$ cat src/sv/recm_pkg.sv
`default_nettype none

package recm_pkg;

  // Image geometry. The line stores are addressed by the low bits of a raster
  // position, so the side is a power of two.
  localparam int IMAGE_SIDE   = 64;
  localparam int LINE_AW      = $clog2(IMAGE_SIDE);
  localparam int FRAME_PIXELS = IMAGE_SIDE * IMAGE_SIDE;
  localparam int LAG          = IMAGE_SIDE + 1;
  localparam int ADV_LAST     = FRAME_PIXELS + IMAGE_SIDE;
  localparam int POS_W        = $clog2(ADV_LAST + 1);
  localparam int Q_W          = $clog2(FRAME_PIXELS);
  localparam int CNT_W        = $clog2(FRAME_PIXELS + 1);
  localparam int FLUSH_W      = $clog2(LAG);

  localparam int PIX_W        = 8;
  localparam int WIN_N        = 8;

  // Queue and pipeline sizes.
  localparam int MQ_DEPTH     = 4;
  localparam int MQ_AW        = $clog2(MQ_DEPTH);
  localparam int MQ_CW        = $clog2(MQ_DEPTH + 1);
  localparam int OQ_DEPTH     = 8;
  localparam int OQ_AW        = $clog2(OQ_DEPTH);
  localparam int OQ_CW        = $clog2(OQ_DEPTH + 1);
  localparam int SORT_STAGES  = 3;
  localparam int SORT_CW      = $clog2(SORT_STAGES + 1);
  localparam int INFL_W       = $clog2(SORT_STAGES + 2);

  // Request kinds.
  localparam logic MODE_PIXEL = 1'b0;
  localparam logic MODE_FLUSH = 1'b1;

  // Configuration register indexes.
  localparam int CFG_IDX_W = 3;
  localparam logic [CFG_IDX_W-1:0] CFG_RECT_LEFT   = 3'd0;
  localparam logic [CFG_IDX_W-1:0] CFG_RECT_TOP    = 3'd1;
  localparam logic [CFG_IDX_W-1:0] CFG_RECT_WIDTH  = 3'd2;
  localparam logic [CFG_IDX_W-1:0] CFG_RECT_HEIGHT = 3'd3;
  localparam logic [CFG_IDX_W-1:0] CFG_BG_MEAN     = 3'd4;
  localparam int CORNER_W = 6;
  localparam int LEN_W    = 7;

  typedef logic [PIX_W-1:0] pix_t;

  typedef struct packed {
    logic [CORNER_W-1:0] rect_left;
    logic [CORNER_W-1:0] rect_top;
    logic [LEN_W-1:0]    rect_width;
    logic [LEN_W-1:0]    rect_height;
    pix_t                background_mean;
  } cfg_t;

  typedef struct packed {
    logic has_result;
    pix_t pixel;
  } mid_item_t;

  typedef logic [WIN_N-1:0][PIX_W-1:0] win_t;

  typedef struct packed {
    logic               filt;
    pix_t               centre;
    logic               last;
    logic [LINE_AW-1:0] addr;
  } meta_t;

  typedef struct packed {
    logic  valid;
    meta_t meta;
    win_t  vals;
  } sort_req_t;

  typedef struct packed {
    logic  valid;
    meta_t meta;
    pix_t  lo;
    pix_t  hi;
  } sort_res_t;

  typedef struct packed {
    logic [CNT_W-1:0] in_count;
  } front_stat_t;

  typedef struct packed {
    logic [OQ_CW-1:0]  oq_count;
    logic [INFL_W-1:0] inflight;
  } back_stat_t;

endpackage

`default_nettype wire

$ cat src/sv/recm_front.sv
`default_nettype none

module recm_front (
  input  wire logic              clk,
  input  wire logic              rst,
  input  wire logic              push,
  input  wire logic              mode,
  input  wire recm_pkg::pix_t    pixel_in,
  output logic                   full,
  output recm_pkg::mid_item_t    head,
  output logic                   head_valid,
  input  wire logic              head_pop,
  output recm_pkg::front_stat_t  stat
);
  import recm_pkg::*;

  logic [CNT_W-1:0]   in_count;
  logic [FLUSH_W-1:0] fl_count;
  mid_item_t          mq [MQ_DEPTH];
  logic [MQ_AW-1:0]   wp;
  logic [MQ_AW-1:0]   rp;
  logic [MQ_CW-1:0]   count;

  logic      accept;
  logic      keep;
  logic      frame_in;
  logic      enq;
  logic      deq;
  mid_item_t item;

  assign full       = (count == MQ_CW'(MQ_DEPTH));
  assign accept     = push && !full;
  assign frame_in   = (in_count == CNT_W'(FRAME_PIXELS));
  assign head       = mq[rp];
  assign head_valid = (count != '0);
  assign deq        = head_pop && head_valid;
  assign enq        = accept && keep;
  assign stat.in_count = in_count;

  // Classify the request: pixels beyond a complete frame and flushes before
  // the frame is complete are dropped here and never reach the back end.
  always_comb begin
    item.pixel = pixel_in;
    unique case (mode)
      MODE_PIXEL: begin
        keep            = !frame_in;
        item.has_result = (in_count >= CNT_W'(LAG));
      end
      MODE_FLUSH: begin
        keep            = frame_in;
        item.has_result = 1'b1;
      end
      default: begin
        keep            = 1'b0;
        item.has_result = 1'b0;
      end
    endcase
  end

  // Frame counters: pixels taken, then flushes drained.
  always_ff @(posedge clk) begin
    if (rst) begin
      in_count <= '0;
      fl_count <= '0;
    end else if (enq) begin
      if (mode == MODE_PIXEL) begin
        in_count <= in_count + CNT_W'(1);
      end else if (fl_count == FLUSH_W'(LAG - 1)) begin
        in_count <= '0;
        fl_count <= '0;
      end else begin
        fl_count <= fl_count + FLUSH_W'(1);
      end
    end
  end

  // Short queue towards the back end.
  always_ff @(posedge clk) begin
    if (rst) begin
      wp    <= '0;
      rp    <= '0;
      count <= '0;
    end else begin
      if (enq) begin
        wp <= wp + MQ_AW'(1);
      end
      if (deq) begin
        rp <= rp + MQ_AW'(1);
      end
      count <= count + MQ_CW'(enq) - MQ_CW'(deq);
    end
  end

  always_ff @(posedge clk) begin
    if (enq) begin
      mq[wp] <= item;
    end
  end

endmodule

`default_nettype wire

$ cat src/sv/recm_sort.sv
`default_nettype none

module recm_sort (
  input  wire logic                  clk,
  input  wire logic                  rst,
  input  wire recm_pkg::sort_req_t   req,
  output recm_pkg::sort_res_t        res,
  output logic [recm_pkg::SORT_CW-1:0] pending
);
  import recm_pkg::*;

  logic  va;
  logic  vb;
  logic  vc;
  win_t  vals_a;
  win_t  vals_b;
  win_t  vals_c;
  meta_t meta_a;
  meta_t meta_b;
  meta_t meta_c;

  // One compare-exchange: the smaller value ends at the lower index.
  function automatic win_t cas(input win_t a, input logic [2:0] i, input logic [2:0] j);
    win_t r;
    r = a;
    if (a[i] > a[j]) begin
      r[i] = a[j];
      r[j] = a[i];
    end
    return r;
  endfunction

  // Odd-even merge network for eight values, two layers per stage.
  function automatic win_t layers_a(input win_t a);
    win_t r;
    r = a;
    r = cas(r, 3'd0, 3'd1);
    r = cas(r, 3'd2, 3'd3);
    r = cas(r, 3'd4, 3'd5);
    r = cas(r, 3'd6, 3'd7);
    r = cas(r, 3'd0, 3'd2);
    r = cas(r, 3'd1, 3'd3);
    r = cas(r, 3'd4, 3'd6);
    r = cas(r, 3'd5, 3'd7);
    return r;
  endfunction

  function automatic win_t layers_b(input win_t a);
    win_t r;
    r = a;
    r = cas(r, 3'd1, 3'd2);
    r = cas(r, 3'd5, 3'd6);
    r = cas(r, 3'd0, 3'd4);
    r = cas(r, 3'd1, 3'd5);
    r = cas(r, 3'd2, 3'd6);
    r = cas(r, 3'd3, 3'd7);
    return r;
  endfunction

  function automatic win_t layers_c(input win_t a);
    win_t r;
    r = a;
    r = cas(r, 3'd2, 3'd4);
    r = cas(r, 3'd3, 3'd5);
    r = cas(r, 3'd1, 3'd2);
    r = cas(r, 3'd3, 3'd4);
    r = cas(r, 3'd5, 3'd6);
    return r;
  endfunction

  // Valid bits of the three stages.
  always_ff @(posedge clk) begin
    if (rst) begin
      va <= 1'b0;
      vb <= 1'b0;
      vc <= 1'b0;
    end else begin
      va <= req.valid;
      vb <= va;
      vc <= vb;
    end
  end

  // Stage data; the pipeline never stalls.
  always_ff @(posedge clk) begin
    vals_a <= layers_a(req.vals);
    meta_a <= req.meta;
    vals_b <= layers_b(vals_a);
    meta_b <= meta_a;
    vals_c <= layers_c(vals_b);
    meta_c <= meta_b;
  end

  // The fourth and fifth smallest bound the median of nine.
  assign res.valid = vc;
  assign res.meta  = meta_c;
  assign res.lo    = vals_c[3];
  assign res.hi    = vals_c[4];
  assign pending   = SORT_CW'(va) + SORT_CW'(vb) + SORT_CW'(vc);

endmodule

`default_nettype wire

$ cat src/sv/recm_back.sv
`default_nettype none

module recm_back (
  input  wire logic                clk,
  input  wire logic                rst,
  input  wire recm_pkg::cfg_t      cfg,
  input  wire recm_pkg::mid_item_t head,
  input  wire logic                head_valid,
  output logic                     head_pop,
  output recm_pkg::pix_t           pixel_out,
  output logic                     frame_last,
  output logic                     empty,
  input  wire logic                pop,
  output recm_pkg::back_stat_t     stat
);
  import recm_pkg::*;

  localparam int EDGE_W = LEN_W + 2;

  // Advance position within the frame, including the drain by flushes.
  logic [POS_W-1:0]   adv_pos;
  logic [POS_W-1:0]   adv_pos_next;
  logic [POS_W-1:0]   q_full;
  logic               issue;
  logic               credit_ok;
  logic [INFL_W-1:0]  inflight;
  logic [SORT_CW-1:0] pending;

  // Line stores: raw pixels and filtered results, by raster position.
  pix_t raw_mem  [IMAGE_SIDE];
  pix_t filt_mem [IMAGE_SIDE];
  pix_t raw_rd;
  pix_t filt_rd;
  logic [LINE_AW-1:0] rd_addr;
  logic [LINE_AW-1:0] wr_addr;

  // Window registers; the left neighbour comes from the last result instead.
  pix_t top0;
  pix_t top1;
  pix_t top2;
  pix_t mid_c;
  pix_t mid_r;
  pix_t bot0;
  pix_t bot1;
  pix_t bot2;
  logic           v0;
  logic [Q_W-1:0] q0;

  logic [LINE_AW-1:0] row;
  logic [LINE_AW-1:0] col;
  logic      interior;
  logic      on_rect;
  sort_req_t req;
  sort_res_t res;
  pix_t      last_v;
  pix_t      med;
  pix_t      result;

  // Output queue.
  pix_t             oq_pix  [OQ_DEPTH];
  logic             oq_last [OQ_DEPTH];
  logic [OQ_AW-1:0] oq_wp;
  logic [OQ_AW-1:0] oq_rp;
  logic [OQ_CW-1:0] oq_count;
  logic             oq_pop;

  function automatic logic on_edge(input logic [LINE_AW-1:0] v,
                                   input logic [CORNER_W-1:0] start,
                                   input logic [LEN_W-1:0] len);
    logic [EDGE_W-1:0] vv;
    logic [EDGE_W-1:0] sv;
    logic [EDGE_W-1:0] far;
    vv  = EDGE_W'(v);
    sv  = EDGE_W'(start);
    far = sv + EDGE_W'(len);
    return (vv == sv) || (vv == sv + EDGE_W'(1)) ||
           (vv == far - EDGE_W'(1)) || (vv == far - EDGE_W'(2));
  endfunction

  // Issue: a request with a result needs room reserved in the output queue.
  assign inflight  = INFL_W'(v0) + INFL_W'(pending);
  assign credit_ok = ((OQ_CW + 1)'(oq_count) + (OQ_CW + 1)'(inflight)) <
                     (OQ_CW + 1)'(OQ_DEPTH);
  assign issue     = head_valid && (!head.has_result || credit_ok);
  assign head_pop  = issue;

  always_comb begin
    adv_pos_next = adv_pos;
    if (issue) begin
      if (adv_pos == POS_W'(ADV_LAST)) begin
        adv_pos_next = '0;
      end else begin
        adv_pos_next = adv_pos + POS_W'(1);
      end
    end
  end

  assign q_full  = adv_pos - POS_W'(LAG);
  assign rd_addr = adv_pos_next[LINE_AW-1:0];
  assign wr_addr = adv_pos[LINE_AW-1:0];

  always_ff @(posedge clk) begin
    if (rst) begin
      adv_pos <= '0;
      v0      <= 1'b0;
    end else begin
      adv_pos <= adv_pos_next;
      v0      <= issue && head.has_result;
    end
  end

  // Line stores with registered reads, prefetched at the next position.
  always_ff @(posedge clk) begin
    raw_rd <= raw_mem[rd_addr];
    if (issue) begin
      raw_mem[wr_addr] <= head.pixel;
    end
  end

  always_ff @(posedge clk) begin
    filt_rd <= filt_mem[rd_addr];
    if (res.valid) begin
      filt_mem[res.meta.addr] <= result;
    end
  end

  // Window shift on every advance.
  always_ff @(posedge clk) begin
    if (issue) begin
      top0  <= top1;
      top1  <= top2;
      top2  <= filt_rd;
      mid_c <= mid_r;
      mid_r <= raw_rd;
      bot0  <= bot1;
      bot1  <= bot2;
      bot2  <= head.pixel;
      q0    <= q_full[Q_W-1:0];
    end
  end

  // Decide whether the centre pixel is filtered.
  assign row      = q0[Q_W-1:LINE_AW];
  assign col      = q0[LINE_AW-1:0];
  assign interior = (row != '0) && (row != LINE_AW'(IMAGE_SIDE - 1)) &&
                    (col != '0) && (col != LINE_AW'(IMAGE_SIDE - 1));
  assign on_rect  = on_edge(row, cfg.rect_top, cfg.rect_height) ||
                    on_edge(col, cfg.rect_left, cfg.rect_width);

  always_comb begin
    req.valid       = v0;
    req.meta.filt   = interior && on_rect && (mid_c > cfg.background_mean);
    req.meta.centre = mid_c;
    req.meta.last   = (q0 == Q_W'(FRAME_PIXELS - 1));
    req.meta.addr   = q0[LINE_AW-1:0];
    req.vals        = {bot2, bot1, bot0, mid_r, mid_c, top2, top1, top0};
  end

  recm_sort u_sort (
    .clk     (clk),
    .rst     (rst),
    .req     (req),
    .res     (res),
    .pending (pending)
  );

  // The left neighbour is the previous result; clamping it between the
  // fourth and fifth of the other eight gives the median of nine.
  always_comb begin
    if (last_v <= res.lo) begin
      med = res.lo;
    end else if (last_v >= res.hi) begin
      med = res.hi;
    end else begin
      med = last_v;
    end
    result = res.meta.filt ? med : res.meta.centre;
  end

  always_ff @(posedge clk) begin
    if (res.valid) begin
      last_v <= result;
    end
  end

  // Output queue; space was reserved at issue.
  assign oq_pop     = pop && !empty;
  assign empty      = (oq_count == '0);
  assign pixel_out  = oq_pix[oq_rp];
  assign frame_last = oq_last[oq_rp];

  always_ff @(posedge clk) begin
    if (rst) begin
      oq_wp    <= '0;
      oq_rp    <= '0;
      oq_count <= '0;
    end else begin
      if (res.valid) begin
        oq_wp <= oq_wp + OQ_AW'(1);
      end
      if (oq_pop) begin
        oq_rp <= oq_rp + OQ_AW'(1);
      end
      oq_count <= oq_count + OQ_CW'(res.valid) - OQ_CW'(oq_pop);
    end
  end

  always_ff @(posedge clk) begin
    if (res.valid) begin
      oq_pix[oq_wp]  <= result;
      oq_last[oq_wp] <= res.meta.last;
    end
  end

  assign stat.oq_count = oq_count;
  assign stat.inflight = inflight;

endmodule

`default_nettype wire

$ cat src/sv/rect_edge_conditional_median_unit.sv
`default_nettype none

// Conditional 3x3 median filter for a 64x64 grey frame streamed in raster
// order, filtering in place: each window sees filtered pixels above and to
// the left. An interior pixel on the first two or last two rows or columns
// of the configured rectangle, and brighter than the background mean, is
// replaced by the median of its window. Results trail the input by one row
// plus one pixel; after the last pixel of a frame, 65 flush requests drain
// the remaining results, and frame_last marks the final one. The block takes
// one request per clock while full is low and gives one result per clock
// while pop is high and results wait, a rate set by the final stage, which
// clamps the previous result combinationally between two values from a
// three-stage sorting pipeline. A result passes the front queue, window
// registers, sort stages and output queue. The line stores need no clearing
// after reset. Write configuration only while idle.
module rect_edge_conditional_median_unit (
  input  wire logic                              clk,
  input  wire logic                              rst,
  input  wire logic                              push,
  input  wire logic                              mode,
  input  wire logic [recm_pkg::PIX_W-1:0]        pixel_in,
  output logic                                   full,
  output logic                                   empty,
  input  wire logic                              pop,
  output logic [recm_pkg::PIX_W-1:0]             pixel_out,
  output logic                                   frame_last,
  input  wire logic                              cfg_write,
  input  wire logic [recm_pkg::CFG_IDX_W-1:0]    cfg_index,
  input  wire logic [recm_pkg::PIX_W-1:0]        cfg_data
);
  import recm_pkg::*;

  cfg_t        cfg;
  mid_item_t   head;
  logic        head_valid;
  logic        head_pop;
  front_stat_t front_st;
  back_stat_t  back_st;

  // Configuration registers.
  always_ff @(posedge clk) begin
    if (rst) begin
      cfg <= '0;
    end else if (cfg_write) begin
      unique case (cfg_index)
        CFG_RECT_LEFT:   cfg.rect_left       <= cfg_data[CORNER_W-1:0];
        CFG_RECT_TOP:    cfg.rect_top        <= cfg_data[CORNER_W-1:0];
        CFG_RECT_WIDTH:  cfg.rect_width      <= cfg_data[LEN_W-1:0];
        CFG_RECT_HEIGHT: cfg.rect_height     <= cfg_data[LEN_W-1:0];
        CFG_BG_MEAN:     cfg.background_mean <= cfg_data;
        default: begin
        end
      endcase
    end
  end

  recm_front u_front (
    .clk        (clk),
    .rst        (rst),
    .push       (push),
    .mode       (mode),
    .pixel_in   (pixel_in),
    .full       (full),
    .head       (head),
    .head_valid (head_valid),
    .head_pop   (head_pop),
    .stat       (front_st)
  );

  recm_back u_back (
    .clk        (clk),
    .rst        (rst),
    .cfg        (cfg),
    .head       (head),
    .head_valid (head_valid),
    .head_pop   (head_pop),
    .pixel_out  (pixel_out),
    .frame_last (frame_last),
    .empty      (empty),
    .pop        (pop),
    .stat       (back_st)
  );

  // Results in flight never exceed the space in the output queue.
  assert property (@(posedge clk) disable iff (rst)
    ((OQ_CW + 1)'(back_st.oq_count) + (OQ_CW + 1)'(back_st.inflight)) <=
    (OQ_CW + 1)'(OQ_DEPTH))
    else $error("output queue over-committed");

  // After reset both sides are open and nothing is waiting.
  assert property (@(posedge clk) rst |=> (empty && !full))
    else $error("queues not clear after reset");

  // A flush before the frame is complete leaves the frame count alone.
  assert property (@(posedge clk) disable iff (rst)
    (push && !full && (mode == MODE_FLUSH) &&
     (front_st.in_count != CNT_W'(FRAME_PIXELS))) |=> $stable(front_st.in_count))
    else $error("early flush changed the frame count");

  // The front end never hands over a request it does not hold.
  assert property (@(posedge clk) disable iff (rst) head_pop |-> head_valid)
    else $error("back end took a request from an empty queue");

endmodule

`default_nettype wire

$ cat config.mk
export PLATFORM = sky130hd
export DESIGN_NAME = rect_edge_conditional_median_unit
export DESIGN_NICKNAME = d
export VERILOG_FILES = /design/src/sv/recm_pkg.sv /design/src/sv/recm_front.sv /design/src/sv/recm_sort.sv /design/src/sv/recm_back.sv /design/src/sv/rect_edge_conditional_median_unit.sv
export SDC_FILE = /design/constraint.sdc
export NUM_CORES = 2
export LEC_CHECK = 0
export BUFFER_PORTS_ARGS = -buffer_cell sky130_fd_sc_hd__buf_2
export CAP_MARGIN = 20
export CORE_MARGIN = 2
export CORE_UTILIZATION = 66
export DETAILED_ROUTE_END_ITERATION = 10
export PLACE_DENSITY = 0.82
export SLEW_MARGIN = 0
export SYNTH_ARGS = -nofsm -noshare
export SYNTH_HDL_FRONTEND = slang
export SYNTH_SLANG_ARGS = --single-unit
$ cat constraint.sdc
create_clock -name clk -period 17.7 [get_ports clk]
set_clock_uncertainty 0.15 [all_clocks]
set_input_delay 3.54 -clock clk [delete_from_list [all_inputs] [get_ports clk]]
set_output_delay 3.54 -clock clk [all_outputs]
set_load 0.01 [all_outputs]
==> Word level (Yosys, flattened, before mapping) <==
Memories as Yosys holds them, arrays and structs flattened. A register that Yosys moved wholly into a read port is not among the register bits.
Cells that the tools add are included.
Widths: inputs -> output; s select.
{ "totals": {"register_bits": 332, "ramBits": 1132, "in_bits": 25, "word_cells": 205, "n_memories": 5} }
{ "classes": {"add_sub_neg": 24, "order_cmp": 22, "n_eq_ne": 20, "muxes": 43, "bitwise": 1, "n_reduce_logical": 35} }
{ "mem_list": {"columns": ["memory", "depth", "word_bits", "rd", "rd_clocked_by_memory_dff", "wr", "line", "source"], "rows": [
  ["u_back.filt_mem", 64, 8, 1, 1, 1, "recm_back.sv:31", "pix_t filt_mem [IMAGE_SIDE];"],
  ["u_back.raw_mem", 64, 8, 1, 1, 1, "recm_back.sv:30", "pix_t raw_mem [IMAGE_SIDE];"],
  ["u_back.oq_pix", 8, 8, 1, 1, 1, "recm_back.sv:60", "pix_t oq_pix [OQ_DEPTH];"],
  ["u_front.mq", 4, 9, 1, 1, 1, "recm_front.sv:19", "mid_item_t mq [MQ_DEPTH];"],
  ["u_back.oq_last", 8, 1, 1, 1, 1, "recm_back.sv:61", "logic oq_last [OQ_DEPTH];"]
]} }
{ "op_table": {"columns": ["operator", "n"], "rows": [
  ["$gt 8x8->1", 18],
  ["$mux 8", 17],
  ["$mux 16", 7],
  ["$eq 6x9->1", 6],
  ["$mux 13", 3],
  ["$add 13x1->13 const B", 2],
  ["$eq 13x13->1 const B", 2],
  ["$sub 9x1->9 const B", 2],
  ["$sub 9x2->9 const B", 2],
  ["$add 6x7->8", 2],
  ["$add 6x1->7 const B", 2],
  ["$reduce_and 2->1", 7],
  ["$ge 13x7->1 const B", 1],
  ["$eq 12x12->1 const B", 1],
  ["$eq 6x6->1", 2],
  ["$mux 3", 4],
  ["$ne 6x6->1 const B", 2],
  ["$reduce_bool 6->1", 2],
  ["$sub 12x7->12 const B", 1],
  ["$logic_and 1x1->1", 11],
  ["$ge 8x8->1", 1],
  ["$le 8x8->1", 1],
  ["$logic_or 1x1->1", 8],
  ["$add 7x1->7 const B", 1],
  ["26 further kinds", 40]
]} }

==> Depth between registers and ports, before layout <==
{ "depth": {"depth_word": 10, "depth_mapped": 24, "mapped_depth_nobuf": 21} }

==> Hierarchy <==
From an unflattened synthesis, not the netlist that was laid out.
{ "hier_totals": {"cells_unflattened": 4213, "hier_area_um2": 63548.4} }
{ "modules_own_cells": {"columns": ["module", "n_inst", "cells_per_inst", "area_each_um2"], "rows": [
  ["recm_back", 1, 2981, 50069.3],
  ["recm_sort", 1, 872, 9163.8],
  ["recm_front", 1, 235, 2921.6],
  ["rect_edge_conditional_median_unit", 1, 125, 1393.8]
]} }

==> Least setup slack after synthesis <==
No wires, ideal clock.
{ "synth_path": {"path_type": "register -> register", "start": "register u_back.oq_count[0]", "end": "register u_front.count[2]", "setup_time_ns": 0.128, "arrival_ns": 5.916, "required_time_ns": 17.422, "slack_ns": 11.507, "path_stages_with_launch": 17, "n_path_buf": 2, "cell_sequence": "dfxtp_1 > fa_1 > ha_1 > a211o_1 > a21oi_1 > o21ai_1 > buf_4 > inv_1 > clkbuf_1 > ha_1 > inv_1 > ha_1 > inv_1 > fa_1 > xor2_1 > xnor2_1 > nor2_1"} }
{ "synth_via": {"elab_chain_len": 6} }
{ "synth_lines": {"columns": ["element", "line", "source"], "rows": [
  ["from (decl)", "recm_back.sv:64", "logic [OQ_CW-1:0] oq_count;"],
  ["from (signal assigned)", "recm_back.sv:204", "oq_count <= oq_count + OQ_CW'(res.valid) - OQ_CW'(oq_pop);"],
  ["$add 4x3->5", "recm_back.sv:82", "assign credit_ok = ((OQ_CW + 1)'(oq_count) + (OQ_CW + 1)'(inflight)) <"],
  ["$lt 5x4->1", "recm_back.sv:82", null],
  ["$logic_or 1x1->1", "recm_back.sv:84", "assign issue = head_valid && (!head.has_result || credit_ok);"],
  ["$logic_and 1x1->1", "recm_back.sv:84", null],
  ["named net head_pop", "rect_edge_conditional_median_unit.sv:36", "logic head_pop;"],
  ["$logic_and 1x1->1", "recm_front.sv:36", "assign deq = head_pop && head_valid;"],
  ["$sub 3x1->3", "recm_front.sv:90", "count <= count + MQ_CW'(enq) - MQ_CW'(deq);"],
  ["to (signal assigned)", "recm_front.sv:90", null],
  ["to (decl)", "recm_front.sv:22", "logic [MQ_CW-1:0] count;"]
]} }
The timed path passes the listed nets, and every way through them passes these cells.
A chain may end at the register's enable or synchronous reset.

==> Final worst setup path <==
{ "layout_path": {"start": "register u_back.oq_count[0]", "end": "register u_back.raw_rd[2] (read register of u_back.raw_mem)"} }
{ "layout_via": {"elab_chain_len": 5} }
{ "layout_lines": {"columns": ["element", "line", "source"], "rows": [
  ["$add 4x3->5", "recm_back.sv:82", null],
  ["$lt 5x4->1", "recm_back.sv:82", null],
  ["$logic_or 1x1->1", "recm_back.sv:84", null],
  ["$logic_and 1x1->1", "recm_back.sv:84", null],
  ["$mux 6", "recm_back.sv:89", "if (issue) begin"],
  ["to (decl)", "recm_back.sv:32", "pix_t raw_rd;"]
]} }
No other way between the ends.

==> flow_metrics.env <==
export IMPL_status="complete, no violations"
export IMPL_multi_input_area_mm2=0.0202
export IMPL_postSynthAreaPerCell_um2=12.8
export IMPL_cts_sinks=1485
export IMPL_end_kind="flip-flop"
export IMPL_portBuffers=35
export IMPL_cts_root_buffer="clkbuf_16"
export IMPL_antenna_found_initial=7
export IMPL_postCtsSetupBuffers=0
export IMPL_grt_max_degree=201
export IMPL_synth_area_mm2=0.0637
export IMPL_ys_flop_type="edfxtp_1"
export IMPL_initial_core_util_pct=66.9
export IMPL_first_global_vias=40000
export IMPL_die_h_um=315
export IMPL_synth_edff_count=1216
export IMPL_drc=0
export IMPL_area_delta_synth_final_pct=9.36
export IMPL_crit_path_end="u_back.raw_rd[2]$_DFF_P_"
export IMPL_hpwl_um=97100
export IMPL_leakagePower_nw=25.5
export IMPL_synth_largest_area_cell="edfxtp_1"
export IMPL_finalWirelength_um=159000
export IMPL_clock_latency_ns=0.77
export IMPL_fmax_ghz=0.155
export IMPL_synth_most_common_cell="edfxtp_1"
export IMPL_rr_startpoint="u_back.oq_count[0]$_SDFF_PP0_"
export IMPL_rsz0062_at_grt="no"
export IMPL_synth_top_area_share_pct=57.3
export IMPL_worst_hold_slack_ns=0.173
export IMPL_io_pins=36
export IMPL_netlist_instances=4996
export IMPL_place_gp_congestion=0.887
export IMPL_setup_viol_count_final=0
export IMPL_synth_commonest_cells="edfxtp_1 (1216), nand2_1 (682), mux2i_1 (300)"
export IMPL_yosysWarnings=0
export IMPL_drt_first_pass_iters=7
export IMPL_fillCellCount=5791
export IMPL_crit_cells=13
export IMPL_reg2reg_to="u_back.raw_rd[2]$_DFF_P_"
export IMPL_ys_async_sr_fraction_pct=0
export IMPL_die_area_mm2=0.0991
export IMPL_clockBufferDepth=3
export IMPL_finalCritPeriodShare_pct=36.5
export IMPL_drive_gt1_share_pct=7.75
export IMPL_start_kind="flip-flop"
export IMPL_nNetsFinal=5210
export IMPL_max_stage_delay_ns=0.89
export IMPL_ff_latch_area_mm2=0.0419
export IMPL_num_vias=41900
export IMPL_path_delay_family="compound AO/OA/AOI/OAI gates"
export IMPL_required_ns=18.21
export IMPL_hold_buffers=0
export IMPL_hold_viol_final=0
export IMPL_post_route_util_pct=73.1
export IMPL_place_area_mm2=0.0650
export IMPL_hold_path_class="flip-flop to flip-flop"
export IMPL_wl_per_cell_um=24.9
export IMPL_rows=113
export IMPL_startpoint="u_back.oq_count[0]$_SDFF_PP0_"
export IMPL_vias_per_cell=6.59
export IMPL_ir_drop_mv=0.233
export IMPL_drtIter0Drc=5885
export IMPL_fin_area_mm2=0.0697
export IMPL_crit_chain="fa_1 -> ha_1 -> a211oi_1 -> o31ai_2 -> o21ai_2 -> o21a_4 -> buf_4 -> buf_4 -> a211oi_1 -> o211ai_1 -> o2111ai_1 -> or4_1 -> nor4_1"
export IMPL_holdPathStages=0
export IMPL_die_x_um=315
export IMPL_maxCapViolCount=0
export IMPL_cpMaxStageDelayCell="buf_4"
export IMPL_grt_pass1_wl_um=239000
export IMPL_path_buf_inv=2
export IMPL_synth_seq_area_share_pct=65.8
export IMPL_slew_violations=0
export IMPL_setup_worst_path_class="flip-flop to flip-flop"
export IMPL_grt_overflow=0
export IMPL_cts_tree="yes"
export IMPL_cts_buffers=145
export IMPL_ys_types=85
export IMPL_path_clk_slew_ns=0.06
export IMPL_relSlewSlack_pct=18.7
export IMPL_path_max_fanout=91
export IMPL_p_per_area_mw_per_mm2=199
export IMPL_cts_resized=0
export IMPL_reg2reg_depth=13
export IMPL_worst_slew_pin_transition_ns=1.22
export IMPL_reg2reg_slack_ns=11.24
export IMPL_grt_usage_pct=32.0
export IMPL_p_total_mw=13.9
export IMPL_arrival_ns=6.97
export IMPL_h_tree_depth=4
export IMPL_core_area_mm2=0.0953
export IMPL_finalSetupTns_ns=0
export IMPL_min_period_ns=6.46
export IMPL_synth_seq_cells=1485
export IMPL_ant_nets=0
export IMPL_synthTopCellsByArea="edfxtp_1 (57%), dfxtp_1 (8.5%), mux2i_1 (4.7%)"
export IMPL_syn_num_nets=5228
layer usage:
metal	vias to the layer above	wire, µm	global-route usage [%]
li1	18500	-	-
met1	20200	59100	43.5
met2	2827	74000	50.2
met3	454	18200	6.73
met4	8	7160	14.4
met5	-	47	0
cell families after synthesis:
kind of cell	share of synthesized area, %
compound gates	8.70
xor+xnor	1.17
fa+ha+maj	4.12
buf+inv	3.05
flops	65.8
mux	6.07
simple gates	11.1
registers in the layout, indices dropped and copies added, names as in the netlist, 12 cells and up, named ones only:
signal                count
cfg                      34
u_back.adv_pos           13
u_back.filt_mem         512
u_back.oq_pix            64
u_back.q0                12
u_back.raw_mem          512
u_back.u_sort.meta_a     16
u_back.u_sort.meta_b     16
u_back.u_sort.res        32
u_back.u_sort.vals_a     64
u_back.u_sort.vals_b     32
u_front.mq               36
u_front.stat             13
cell usage in the layout (no fill, tap or decap), types with 48 or more instances in the layout:
master     Yosys  routed
edfxtp_1    1216    1216
nand2_1      682     681
mux2i_1      300     300
a21oi_1      297     295
nor2_1       286     286
dfxtp_1      269     269
inv_1        209     208
nand3_1      202     202
ha_1         202     202
clkbuf_16      0     150
and3_1       135     135
a211oi_1      99      99
o21ai_0       87      86
a22oi_1       80      80
a31oi_1       58      58
buf_4         10      51
a21o_1        49      48
per-stage QoR:
stage | instances | worst slack (ns)
after floorplan | 4996 | 11.51
after global placement | 6093 | 11.64
after detailed placement | 6094 | 11.44
after CTS | 6362 | 11.37
after global routing | 6364 | 10.88
final | 6365 | 11.24
power breakdown:
| group | total (mW) | switching, mW | internal (mW) |
|---|---|---|---|
| registers | 5.02 | 0.353 | 4.67 |
| logic | 5.83 | 3.75 | 2.09 |
| clock network | 3.01 | 1.31 | 1.70 |
cell type report:
cell class / count / share of cell area (%)
Clock buffer: 189 / 5.74
Multi-Input combinational cell: 3047 / 28.9
Clock inverter: 79 / 0.923
Antenna cell: 1 / 0.00359
Tap cell: 1265 / 2.27
Inverter: 209 / 1.13
Timing Repair Buffer: 90 / 0.882
Sequential cell: 1485 / 60.1
worst min-delay path by stage:
stage	from	to	slack (ns)
floorplan	u_back.u_sort.meta_a[0]$_DFF_P_	u_back.u_sort.meta_b[0]$_DFF_P_	0.16
finish	u_back.u_sort.meta_a[13]$_DFF_P_	u_back.u_sort.meta_b[13]$_DFF_P_	0.17
global route	u_back.u_sort.meta_a[13]$_DFF_P_	u_back.u_sort.meta_b[13]$_DFF_P_	0.18
global placement	u_back.u_sort.meta_b[9]$_DFF_P_	u_back.u_sort.res[25]$_DFF_P_	0.16
detailed placement	u_back.u_sort.meta_b[2]$_DFF_P_	u_back.u_sort.res[18]$_DFF_P_	0.16
CTS	u_back.u_sort.meta_a[11]$_DFF_P_	u_back.u_sort.meta_b[11]$_DFF_P_	0.17
Power figures use the tool's default switching activity.
